===== config.mk =====
export PLATFORM = sky130hd
export DESIGN_NAME = bqc_ctrl
export DESIGN_NICKNAME = d
export VERILOG_FILES = /design/src/design/bqc_pkg.sv /design/src/design/bqc_ctrl.sv
export SDC_FILE = /design/constraint.sdc
export NUM_CORES = 1
export LEC_CHECK = 0
export ABC_AREA = 1
export CORE_AREA = 4 4 49 51
export CTS_BUF_LIST = sky130_fd_sc_hd__clkbuf_8
export CTS_CLUSTER_SIZE = 12
export DETAILED_ROUTE_END_ITERATION = 7
export DIE_AREA = 0 0 53 55
export DONT_BUFFER_PORTS = 1
export GPL_TIMING_DRIVEN = 0
export MAX_ROUTING_LAYER = met4
export SETUP_SLACK_MARGIN = 0.02
export SYNTH_ARGS = -nofsm -noshare
export SYNTH_HDL_FRONTEND = slang
export SYNTH_SLANG_ARGS = --single-unit

===== constraint.sdc =====
create_clock -name i_clk -period 1.55 [get_ports i_clk]
set_clock_uncertainty 0.1 [all_clocks]
set_input_delay 0.31 -clock i_clk [delete_from_list [all_inputs] [get_ports i_clk]]
set_output_delay 0.31 -clock i_clk [all_outputs]
set_load 0.05 [all_outputs]

===== src/design/bqc_pkg.sv =====
// Package: shared constants and types for the biquad chain.
package bqc_pkg;

    localparam int CHANNELS_DEF    = 8;
    localparam int RAMP_STEP_DEF   = 137;
    localparam int FADE_FRAMES_DEF = 50;

    localparam int SW = 24;   // sample width
    localparam int DW = 32;   // delay and stage value width
    localparam int CW = 32;   // coefficient width
    localparam int VW = 17;   // volume scale width

    localparam logic [2:0] REG_ENABLE   = 3'd0;
    localparam logic [2:0] REG_HPF_GAIN = 3'd1;
    localparam logic [2:0] REG_HPF_FB1  = 3'd2;
    localparam logic [2:0] REG_HPF_FB2  = 3'd3;
    localparam logic [2:0] REG_LPF_GAIN = 3'd4;
    localparam logic [2:0] REG_LPF_FB1  = 3'd5;
    localparam logic [2:0] REG_LPF_FB2  = 3'd6;
    localparam logic [2:0] REG_TARGET   = 3'd7;

    // Datapath operation selected by the controller each cycle.
    typedef enum logic [3:0] {
        OP_NONE  = 4'd0,
        OP_LOAD  = 4'd1,   // read delays of stage 0, clear sum, form fade product
        OP_MUL   = 4'd2,   // multiply term selected by term index
        OP_ACC   = 4'd3,   // accumulate registered product
        OP_STAGE = 4'd4,   // saturate sum, write delays back, next stage
        OP_VMUL  = 4'd5,   // volume multiply
        OP_OUT   = 4'd6    // round and saturate into output register
    } t_op;

    typedef struct packed {
        t_op        op;
        logic [2:0] term;   // 0:b0*x 1:b0*x1 2:b0*x2 3:a1*y1 4:a2*y2
        logic [1:0] stage;
    } t_cmd;

    typedef struct packed {
        logic hpf_on;
        logic lpf_on;
        logic ch_ok;
    } t_status;

endpackage


===== src/design/bqc_ctrl.sv =====
// Controller: sequences the biquad stages, volume multiply and output handshake.
module bqc_ctrl
    import bqc_pkg::*;
(
    input  logic    i_clk,
    input  logic    i_rst_n,
    input  logic    i_start,
    input  t_status i_status,
    input  logic    i_out_free,
    output t_cmd    o_cmd,
    output logic    o_busy
);

    typedef enum logic [6:0] {
        ST_IDLE  = 7'b0000001,
        ST_LOAD  = 7'b0000010,
        ST_MUL   = 7'b0000100,
        ST_ACC   = 7'b0001000,
        ST_STAGE = 7'b0010000,
        ST_VMUL  = 7'b0100000,
        ST_OUT   = 7'b1000000
    } t_state;

    t_state     r_state, n_state;
    logic [2:0] r_term, n_term;
    logic [1:0] r_stage, n_stage;

    function automatic logic stage_on(input logic [1:0] s, input t_status st);
        stage_on = st.ch_ok && (s[1] ? st.lpf_on : st.hpf_on);
    endfunction

    always_comb begin
        n_state = r_state;
        n_term  = r_term;
        n_stage = r_stage;
        o_cmd   = '{op: OP_NONE, term: r_term, stage: r_stage};
        case (r_state)
            ST_IDLE: begin
                if (i_start) begin
                    n_state = ST_LOAD;
                end
            end
            ST_LOAD: begin
                o_cmd.op = OP_LOAD;
                o_cmd.stage = 2'd0;
                n_stage = 2'd0;
                n_term  = 3'd0;
                n_state = stage_on(2'd0, i_status) ? ST_MUL : ST_STAGE;
            end
            ST_MUL: begin
                o_cmd.op = OP_MUL;
                n_state = ST_ACC;
            end
            ST_ACC: begin
                o_cmd.op = OP_ACC;
                if (r_term == 3'd4) begin
                    n_state = ST_STAGE;
                end else begin
                    n_term  = r_term + 3'd1;
                    n_state = ST_MUL;
                end
            end
            ST_STAGE: begin
                // Disabled stages pass the value through without touching delays.
                o_cmd.op = stage_on(r_stage, i_status) ? OP_STAGE : OP_NONE;
                n_term = 3'd0;
                if (r_stage == 2'd3) begin
                    n_state = ST_VMUL;
                end else begin
                    n_stage = r_stage + 2'd1;
                    n_state = stage_on(r_stage + 2'd1, i_status) ? ST_MUL : ST_STAGE;
                end
                o_cmd.stage = r_stage;
            end
            ST_VMUL: begin
                o_cmd.op = OP_VMUL;
                n_state = ST_OUT;
            end
            ST_OUT: begin
                if (i_out_free) begin
                    o_cmd.op = OP_OUT;
                    n_state = ST_IDLE;
                end
            end
            default: n_state = ST_IDLE;
        endcase
    end

    assign o_busy = (r_state != ST_IDLE);

    always_ff @(posedge i_clk) begin
        if (!i_rst_n) begin
            r_state <= ST_IDLE;
            r_term  <= '0;
            r_stage <= '0;
        end else begin
            r_state <= n_state;
            r_term  <= n_term;
            r_stage <= n_stage;
        end
    end

    a_onehot: assert property (@(posedge i_clk) disable iff (!i_rst_n) $onehot(r_state))
        else $error("state not one-hot");
    a_start: assert property (@(posedge i_clk) disable iff (!i_rst_n)
        (r_state == ST_IDLE && i_start) |=> r_state == ST_LOAD)
        else $error("start not taken");
    a_term: assert property (@(posedge i_clk) disable iff (!i_rst_n) r_term <= 3'd4)
        else $error("term out of range");

endmodule


==> results of run 1 <==
state kept, by name, summed over array words and instances (netlist names):
register  count
r_term        3
r_stage       2
r_state       7
worst max-delay path: cells and delay by family, from the launching register on:
kind          cells  cell delay [ps]
buf+inv           1               80
simple gates      4              600
flops             1              330
kinds of logic after synthesis:
logic type | after synthesis | synth area share [%]
simple gates | 72 | 43.5
buf+inv | 22 | 10.9
compound gates | 13 | 9.13
fa+ha+maj | 3 | 4.72
other cells | 1 | 0.472
xor+xnor | 1 | 1.10
flops | 12 | 30.2
metal layers:
metal | vias up | GRT usage [%]
li1 | 418 | -
met1 | 370 | 15.9
met2 | 11 | 32.2
met3 | 4 | 1.88
met4 | 0 | 6.81
met5 | - | -
power groups by stage:
stage / sequential (W) / clock [W] / combinational, W
after CTS: 0.000331 / 0.000348 / 0.000181
final: 0.000330 / 0.000343 / 0.000212
after global routing: 0.000331 / 0.000360 / 0.000229
after global placement: 0.000335 / 0 / 0.000133
after detailed placement: 0.000335 / 0 / 0.000136
after floorplan: 0.000333 / 0 / 0.000120
final cells by class:
type | count | area share (%)
buffer | 1 | 0.620
clock buffer | 4 | 4.55
inverter | 21 | 6.92
multi-input combinational | 90 | 55.6
sequential | 12 | 21.5
tap | 27 | 2.79
timing repair buffer | 12 | 8.06
worst max path at each step:
stage | from | to | slack, ps | depth (start not counted)
after floorplan | r_state[4]$_SDFFE_PN0P_ | o_cmd[0] | -150 | 4
after global placement | r_state[4]$_SDFFE_PN0P_ | o_cmd[1] | -240 | 4
after detailed placement | r_state[4]$_SDFFE_PN0P_ | o_cmd[0] | -280 | 4
after CTS | r_state[1]$_SDFFE_PN0P_ | o_cmd[7] | -140 | 5
after global routing | r_state[0]$_SDFFE_PN1P_ | o_cmd[7] | -160 | 5
final | r_state[5]$_SDFFE_PN0P_ | o_cmd[5] | -110 | 5
what timing repair did:
item | 4_1_cts | 5_1_grt
gates resized for setup | 34 | 22
setup endpoints to repair | 10 | 10
pin swaps | 13 | 15
setup buffers | 13 | 4
stage by stage:
step	total power [W]	hold slack, ps	cell area [µm²]
after floorplan	0.000453	294	802
after global placement	0.000468	299	836
after detailed placement	0.000471	312	836
after CTS	0.000860	48.0	1120
after global routing	0.000920	40.2	1210
final	0.000885	43.2	1210
placed cells by master (no fill, tap or decap), types with 3 or more instances in the layout:
cell      instances
buf_4            11
clkbuf_8          4
nand3_2           4
nor2_2            4
dfxtp_4           3
nor2_4            9
nand3_1           4
o21ai_0           3
nand2_4           5
dfxtp_2           7
ha_1              3
inv_1            16
nand2_2           3
nand3_4           5
nand2_1          17
a21oi_1           6
nor2_1           15
==> reports/results.tsv, run 1 <==
stage	metric	value	unit
clock_network	Root Driver	clkbuf_8	
detailed_routing	met3 wire len	49	µm
synth	Ys Warns	0	
critical_path	Req. time, crit path	1140	ps
final_layout	synth-to-layout area growth	52.4	%
critical_path	crit-path cells	inv_4, nand2_4, nor2_4, nand2_4, nand3_4	
final_layout	Layout fillers	175	
power	Int Pwr	0.000611	W
min_path	hold depth	1	
global_routing	grt total ovfl	0	
clock_network	CTS Buf Count	3	
synth	ys flop type	dfxtp_1	
detailed_routing	WL per Instance	12.5	µm
synth	Cells after Synth	124	
power	LEAKAGE	0.552	nW
power	maximum VDD drop	477	µV
detailed_routing	Max Used Layer	met4	
critical_path	Crit. End Element	primary output	
floorplan	Die Height	55	µm
synth	top-area cell type share of the netlist area	30.2	%
global_routing	GRT Total Usage	16.2	%
clock_network	depth of the CTS H-tree	1	
critical_path	r2r endpoint	r_term[2]$_SDFFE_PN0P_	
synth	async set-or-reset flop fraction in the synthesized netlist	0	%
final_layout	layout cells sized above 1	47.9	%
power	share of total power in sequential cells	37.3	%
place	Cells after DPL	151	
clock_network	Worst-path clk slew	60	ps
floorplan	# rows	16	
synth	commonest cells in the netlist	nor2_1, nand2_1, inv_1	
sta	RSZ-0062 raised after global routing	true	
detailed_routing	TritonRoute pass-1 iters	4	
synth	Synth area leaders	dfxtp_1, nor2_1, nand2_1	
synth	most frequent cell after synthesis	nor2_1	
synth	post-synthesis register bit count	12	
sta	Final WS setup	-113	ps
synth	sequential fraction of the synthesis area	30.2	%
power	P_sw	0.000274	W
synth	Synthesized Nets	134	
critical_path	Worst path max stage delay	330	ps
final_layout	Layout Nets	151	
critical_path	maximum fanout along the worst path	5	
global_routing	initial antenna violation count	0	
sta	Tcrit/Tclk final	107	%
floorplan	Die Area	0.00292	mm²
place	DPL Wire Length	1470	µm
sta	Setup Viol. Count Final	6	
clock_network	CTS tree	yes	
critical_path	CP max stage cell	dfxtp_2	
power	Combinational Power Share	23.9	%
outcome	failing checks	setup timing	
critical_path	Setup crit start kind	flop	
clock_network	clk_lat worst skew	240	ps
global_routing	largest net degree at the start of global routing	9	
critical_path	worst setup path category	reg -> out	
detailed_routing	drc violations	0	
synth	largest area contributor in the netlist	dfxtp_1	
detailed_routing	post-route antenna net violation count	0	
power	P per Cell Area	731	mW/mm²
final_layout	Inserted Diodes	0	
floorplan	Core ar.	0.00194	mm²
place	PortBufs	0	
critical_path	R2R depth	9	
global_routing	first-pass GRT wire length	3360	µm
place	pre-CTS setup slack	-276	ps
outcome	status	finished with violations	
min_path	hold path startpoint	i_rst_n	
detailed_routing	final WL	2090	µm
global_routing	vias in the first global route	833	
critical_path	Most common cell on crit path	nand2_4	
detailed_routing	Routed met1 length	904	µm
clock_network	cts hold-fix bufs	0	
synth	syn_area_per_cell	6.41	µm²
final_layout	Layout Utilization	62.4	%
synth	Cell Area, Synth	795	µm²
critical_path	RR Startpoint	r_state[5]$_SDFFE_PN0P_	
detailed_routing	drt first-iter violations	8	
power	clock share of power	38.8	%
place	gpl congestion	0.862	
floorplan	Ports	17	
min_path	HP Class	in -> reg	
min_path	Hold EP	r_state[0]$_SDFFE_PN1P_	
detailed_routing	via count	803	
detailed_routing	vias per cell	4.81	
power	Sw Ratio	31.0	%
synth	Cell variety after synth	22	
sta	fmax	601	MHz
sta	final hold violation count	0	
critical_path	crit path DAT	1250	ps
final_layout	Sequential Area	260	µm²
detailed_routing	met2 wire len	1110	µm
floorplan	Starting Density	40.9	%
sta	setup TNS	-571	ps
sta	clock period minus worst slack	1660	ps
sta	fin. max-slew vios	0	
clock_network	largest buffer count on any clock path	2	
synth	Post-synth EDFFs	0	
final_layout	Multi-input gate area	673	µm²
critical_path	R2R setup slack	40	ps
floorplan	DIE WIDTH	53	µm
job	max cap viols	0	
clock_network	Sink Count	12	
final_layout	post-route insts no fill	167	
No activity file was read; power rests on OpenSTA's default activity.
==> run 2, diff against run 1 <==
PLACE_DENSITY = 0.62   (was not set)
==> run 2 against run 1 <==
The run still ends with setup timing left; sequential share of layout area up 0.92 points; setup slack got worse by 27 ps; first-iteration DRC count grew 130%; register-to-register slack better by 20 ps; design area is 2.3% lower; global-route usage increased by 2.2 points.
==> reports/results.tsv, run 2 (synthesis gave the netlist of run 1 again) <==
stage	metric	value	unit	change
outcome	status	finished with violations		unchanged
outcome	failing checks	setup timing		unchanged
floorplan	Ports	17		unchanged
final_layout	Largest Register	r_state		unchanged
global_routing	grt total ovfl	0		unchanged
detailed_routing	post-route antenna net violation count	0		unchanged
job	max cap viols	0		unchanged
clock_network	Sink Count	12		unchanged
detailed_routing	final WL	2180	µm	was 2090 µm
global_routing	GRT Total Usage	18.5	%	was 16.2%
global_routing	vias in the first global route	862		was 833
floorplan	Core ar.	0.00194	mm²	unchanged
sta	fin. max-slew vios	0		unchanged
detailed_routing	WL per Instance	13.5	µm	was 12.5 µm
place	DPL Wire Length	1450	µm	was 1470 µm
place	PortBufs	0		unchanged
clock_network	clk_lat worst skew	250	ps	was 240 ps
detailed_routing	drc violations	0		unchanged
global_routing	initial antenna violation count	0		unchanged
clock_network	CTS Buf Count	3		unchanged
sta	Tcrit/Tclk final	109	%	was 107%
sta	clock period minus worst slack	1690	ps	was 1660 ps
critical_path	crit path DAT	1280	ps	was 1250 ps
critical_path	Setup crit start kind	flop		unchanged
final_layout	layout cells sized above 1	44.4	%	was 47.9%
critical_path	maximum fanout along the worst path	4		was 5
sta	RSZ-0062 raised after global routing	true		unchanged
clock_network	Root Driver	clkbuf_8		unchanged
clock_network	Worst-path clk slew	50	ps	was 60 ps
min_path	HP Class	in -> reg		unchanged
sta	fmax	592	MHz	was 601 MHz
final_layout	Inserted Diodes	0		unchanged
global_routing	first-pass GRT wire length	3710	µm	was 3360 µm
power	P per Cell Area	738	mW/mm²	was 731 mW/mm²
global_routing	largest net degree at the start of global routing	9		unchanged
floorplan	Starting Density	40.9	%	unchanged
power	maximum VDD drop	568	µV	was 477 µV
critical_path	Crit. End Element	primary output		unchanged
final_layout	Layout Utilization	61.0	%	was 62.4%
place	gpl congestion	0.829		was 0.862
final_layout	Layout Nets	146		was 151
power	LEAKAGE	0.523	nW	was 0.552 nW
critical_path	worst setup path category	reg -> out		unchanged
sta	Final WS setup	-140	ps	was -113 ps
critical_path	Req. time, crit path	1140	ps	about the same
sta	Setup Viol. Count Final	6		unchanged
final_layout	Largest register FFs	7		unchanged
final_layout	largest registers	r_state: 7 flops, r_term: 3 flops, r_stage: 2 flops		unchanged
clock_network	depth of the CTS H-tree	1		unchanged
floorplan	Die Height	55	µm	unchanged
final_layout	commonest non-fill, non-tap cells in the layout	nand2_1, nor2_1, inv_1		was nand2_1, inv_1, nor2_1
detailed_routing	TritonRoute pass-1 iters	4		unchanged
clock_network	largest buffer count on any clock path	2		unchanged
detailed_routing	drt first-iter violations	18		was 8
floorplan	DIE WIDTH	53	µm	unchanged
final_layout	synth-to-layout area growth	49.0	%	was 52.4%
floorplan	Die Area	0.00292	mm²	unchanged
sta	setup TNS	-479	ps	was -571 ps
floorplan	# rows	16		unchanged
detailed_routing	vias per cell	5.04		was 4.81
detailed_routing	via count	816		was 803
clock_network	CTS tree	yes		unchanged
sta	final hold violation count	0		unchanged
-- run 2: per-stage QoR --
step                hold slack (ps)  instance area, µm²  cells  worst slack (ps)  power [W]
floorplan                       294                 802    124              -151   0.000453
global placement                296                 836    151              -234   0.000468
detailed placement              304                 836    151              -256   0.000470
CTS                            45.7                1110    162              -138   0.000869
global route                   43.8                1180    162              -191   0.000918
finish                         48.4                1180    162              -140   0.000873
-- run 2: power breakdown --
part           total (W)  switching (W)  internal [W]
Combinational   0.000196       0.000136     0.0000605
Clock           0.000348       0.000123      0.000225
Sequential      0.000329      0.0000152      0.000313
Total           0.000873       0.000274      0.000599
-- run 2: per-layer routing --
| layer | track usage, % | wire (µm) |
|---|---|---|
| met5 | - | 0 |
| met4 | 11.9 | 46 |
| met3 | 4.56 | 56 |
| met2 | 32.4 | 1180 |
| met1 | 18.4 | 902 |
-- run 2: cell type report --
cell class / instances / area [µm²]
flip-flops and latches: 12 / 265
inverters: 21 / 88.8
fillers: 169 / 758
plain buffers: 1 / 7.51
multi-input cells: 90 / 673
well taps: 27 / 33.8
clock buffers: 4 / 55.1
repair buffers: 7 / 60.1
-- run 2: worst paths after layout --
check                     startpoint                      end  slack (ps)  depth (start not counted)
max          r_state[5]$_SDFFE_PN0P_                 o_cmd[7]        -140                          5
min                          i_rst_n  r_state[0]$_SDFFE_PN1P_          50                          1
max reg2reg  r_state[5]$_SDFFE_PN0P_  r_state[0]$_SDFFE_PN1P_          60                         10
min reg2reg  r_stage[1]$_SDFFE_PN0P_  r_stage[1]$_SDFFE_PN0P_         410                          2
-- run 2: repair_timing --
| item | 4_1_cts | 5_1_grt |
|---|---|---|
| pin swaps | 8 | 12 |
| buffers inserted | 7 | 0 |
| hold buffers | 0 | 0 |
| resized for setup | 39 | 20 |
| endpoints found under the setup margin | 10 | 11 |
-- run 2: worst max-delay path: stages, from the launching register on --
cell       delay (ps)
dfxtp_4           360
inv_6              80
nand3_2            90
nor2_4            170
o2111ai_4         140
nand3_4           180
==> run 3, diff against run 2 <==
CORE_AREA = 2 2 47 49   (was 4 4 49 51)
DIE_AREA = 0 0 49 51   (was 0 0 53 55)
PLACE_DENSITY = 0.57   (was 0.62)
==> run 3 against run 2 <==
Non-clock buffer count grew 10; design area grew 4.1%; the run still ends with setup timing left; power down 6.3%; largest power group is now sequential cells; flip-flop and latch count did not move; via count rose by 0.12%.
==> reports/results.tsv, run 3 (synthesis gave the netlist of run 1 again) <==
stage	metric	value	unit	change
outcome	status	finished with violations		unchanged
outcome	failing checks	setup timing		unchanged
clock_network	Worst-path clk slew	50	ps	about the same
floorplan	Core ar.	0.00206	mm²	was 0.00194 mm²
power	LEAKAGE	0.563	nW	was 0.523 nW
floorplan	Starting Density	38.5	%	was 40.9%
critical_path	Worst path max stage delay	350	ps	was 360 ps
global_routing	GRT Total Usage	19.4	%	was 18.5%
detailed_routing	final WL	2120	µm	was 2180 µm
final_layout	Largest Register	r_state		unchanged
critical_path	crit-path cells	nor2_4, nand2_2, nor2_4, o2111ai_2, nand3_4		was inv_6, nand3_2, nor2_4, o2111ai_4, nand3_4
detailed_routing	drc violations	0		unchanged
critical_path	CP max stage cell	dfxtp_2		was dfxtp_4
detailed_routing	post-route antenna net violation count	0		unchanged
final_layout	Largest register FFs	7		unchanged
critical_path	crit path DAT	1260	ps	was 1280 ps
global_routing	initial antenna violation count	0		unchanged
final_layout	largest registers	r_state: 7 flops, r_term: 3 flops, r_stage: 2 flops		unchanged
global_routing	Top Usage Layer GRT	met2		unchanged
critical_path	R2R setup slack	30	ps	was 60 ps
critical_path	R2R depth	9		was 10
sta	Final WS setup	-115	ps	was -140 ps
clock_network	Root Driver	clkbuf_8		unchanged
critical_path	Crit. End Element	primary output		unchanged
place	gpl congestion	0.788		was 0.829
sta	final hold violation count	0		unchanged
floorplan	Die Area	0.00250	mm²	was 0.00292 mm²
power	maximum VDD drop	463	µV	was 568 µV
global_routing	met1 track demand over resource	23.4	%	was 18.4%
clock_network	CTS Buf Count	3		unchanged
detailed_routing	via count	817		was 816
critical_path	WP depth	5		unchanged
sta	fin. max-slew vios	0		unchanged
critical_path	r2r endpoint	r_term[2]$_SDFFE_PN0P_		was r_state[0]$_SDFFE_PN1P_
final_layout	layout cells sized above 1	47.9	%	was 44.4%
critical_path	maximum fanout along the worst path	5		was 4
place	Cell Area, Placed	837	µm²	was 836 µm²
detailed_routing	vias per cell	4.75		was 5.04
critical_path	Worst path top cell family by delay	simple AND/OR/NAND/NOR gates		unchanged
final_layout	commonest non-fill, non-tap cells in the layout	nand2_1, inv_1, nor2_1		was nand2_1, nor2_1, inv_1
power	P per Cell Area	664	mW/mm²	was 738 mW/mm²
place	PortBufs	0		unchanged
detailed_routing	drt first-iter violations	10		was 18
place	pre-CTS setup slack	-261	ps	was -256 ps
detailed_routing	TritonRoute pass-1 iters	4		unchanged
sta	Tcrit/Tclk final	107	%	was 109%
final_layout	Inserted Diodes	0		unchanged
global_routing	largest net degree at the start of global routing	9		unchanged
final_layout	most common cell after layout, fill and taps aside	nand2_1		
place	DPL Wire Length	1390	µm	was 1450 µm
critical_path	critical path launch point	r_state[1]$_SDFFE_PN0P_		was r_state[5]$_SDFFE_PN0P_
critical_path	Most common cell on crit path	nor2_4		
global_routing	grt total ovfl	0		unchanged
sta	setup TNS	-429	ps	was -479 ps
floorplan	DIE WIDTH	49	µm	was 53 µm
critical_path	Setup crit start kind	flop		unchanged
clock_network	CTS tree	yes		unchanged
critical_path	RR Startpoint	r_state[5]$_SDFFE_PN0P_		unchanged
power	Sw Ratio	32.1	%	was 31.4%
clock_network	largest buffer count on any clock path	2		unchanged
power	Int Pwr	0.000555	W	was 0.000599 W
power	clock share of power	34.8	%	was 39.9%
job	max cap viols	0		unchanged
floorplan	# rows	17		was 16
min_path	HP Class	in -> reg		unchanged
final_layout	Layout fillers	197		was 169
final_layout	Layout Nets	156		was 146
floorplan	Ports	17		unchanged
global_routing	first-pass GRT wire length	3550	µm	was 3710 µm
floorplan	Die Height	51	µm	was 55 µm
detailed_routing	WL per Instance	12.3	µm	was 13.5 µm
power	P_sw	0.000263	W	was 0.000274 W
power	share of total power in sequential cells	40.1	%	was 37.6%
place	Cells after DPL	152		was 151
sta	clock period minus worst slack	1670	ps	was 1690 ps
final_layout	post-route insts no fill	172		was 162
global_routing	global routing usage on met3	2.34	%	was 4.56%
clock_network	cts hold-fix bufs	0		unchanged
critical_path	Req. time, crit path	1140	ps	about the same
critical_path	Crit path buffers/inverters	0		was 1
final_layout	synth-to-layout area growth	55.1	%	was 49.0%
power	Combinational Power Share	25.1	%	was 22.5%
critical_path	CP Capture Point	o_cmd[7]		unchanged
sta	fmax	601	MHz	was 592 MHz
critical_path	worst setup path category	reg -> out		unchanged
global_routing	met2 global-route usage	33.6	%	was 32.4%
global_routing	vias in the first global route	790		was 862
final_layout	Layout Utilization	59.7	%	was 61.0%
clock_network	Sink Count	12		unchanged
sta	Setup Viol. Count Final	5		was 6
sta	RSZ-0062 raised after global routing	true		unchanged
clock_network	clk_lat worst skew	240	ps	was 250 ps
final_layout	design area	0.00123	mm²	was 0.00118 mm²
clock_network	depth of the CTS H-tree	1		unchanged
[run 3: metrics by stage]
step / hold WS, ps / power, W
2_1_floorplan: 294 / 0.000453
3_3_place_gp: 302 / 0.000469
3_5_place_dp: 298 / 0.000472
4_1_cts: 50.7 / 0.000792
5_1_grt: 54.8 / 0.000853
6_report: 54.0 / 0.000818
[run 3: power groups by stage]
stage / Combinational, W / Sequential, W / Clock, W
6_report: 0.000206 / 0.000328 / 0.000284
5_1_grt: 0.000221 / 0.000329 / 0.000302
4_1_cts: 0.000175 / 0.000331 / 0.000287
3_5_place_dp: 0.000137 / 0.000335 / 0
3_3_place_gp: 0.000134 / 0.000335 / 0
2_1_floorplan: 0.000120 / 0.000333 / 0
[run 3: area by class of cell]
class	count	area [µm²]	share of cell area [%]
repair buffers	17	150	12.2
multi-input cells	90	649	52.7
inverters	21	86.3	7.01
clock buffers	3	41.3	3.35
plain buffers	1	7.51	0.609
flip-flops and latches	12	263	21.3
well taps	28	35.0	2.84
[run 3: what timing repair did]
action                                  in CTS  in global routing
buffers inserted                            15                  3
gates resized for setup                     46                 13
pin swaps                                   11                  7
endpoints found under the setup margin      10                 12
gates cloned                                 0                  0
[run 3: per-layer routing]
layer | vias up | wire length (µm)
li1 | 429 | -
met5 | - | 0
met4 | 0 | 18
met1 | 374 | 919
met3 | 2 | 57
met2 | 12 | 1130
[run 3: worst min-delay path by stage]
| stage | slack (ps) | cells past startpoint | startpoint | endpoint |
|---|---|---|---|---|
| detailed placement | 300 | 1 | i_rst_n | r_state[0]$_SDFFE_PN1P_ |
| global route | 50 | 1 | i_rst_n | r_state[0]$_SDFFE_PN1P_ |
| global placement | 300 | 1 | i_rst_n | r_state[0]$_SDFFE_PN1P_ |
| finish | 50 | 1 | i_rst_n | r_state[0]$_SDFFE_PN1P_ |
| CTS | 50 | 1 | i_rst_n | r_state[0]$_SDFFE_PN1P_ |
| floorplan | 290 | 1 | i_rst_n | r_state[0]$_SDFFE_PN1P_ |
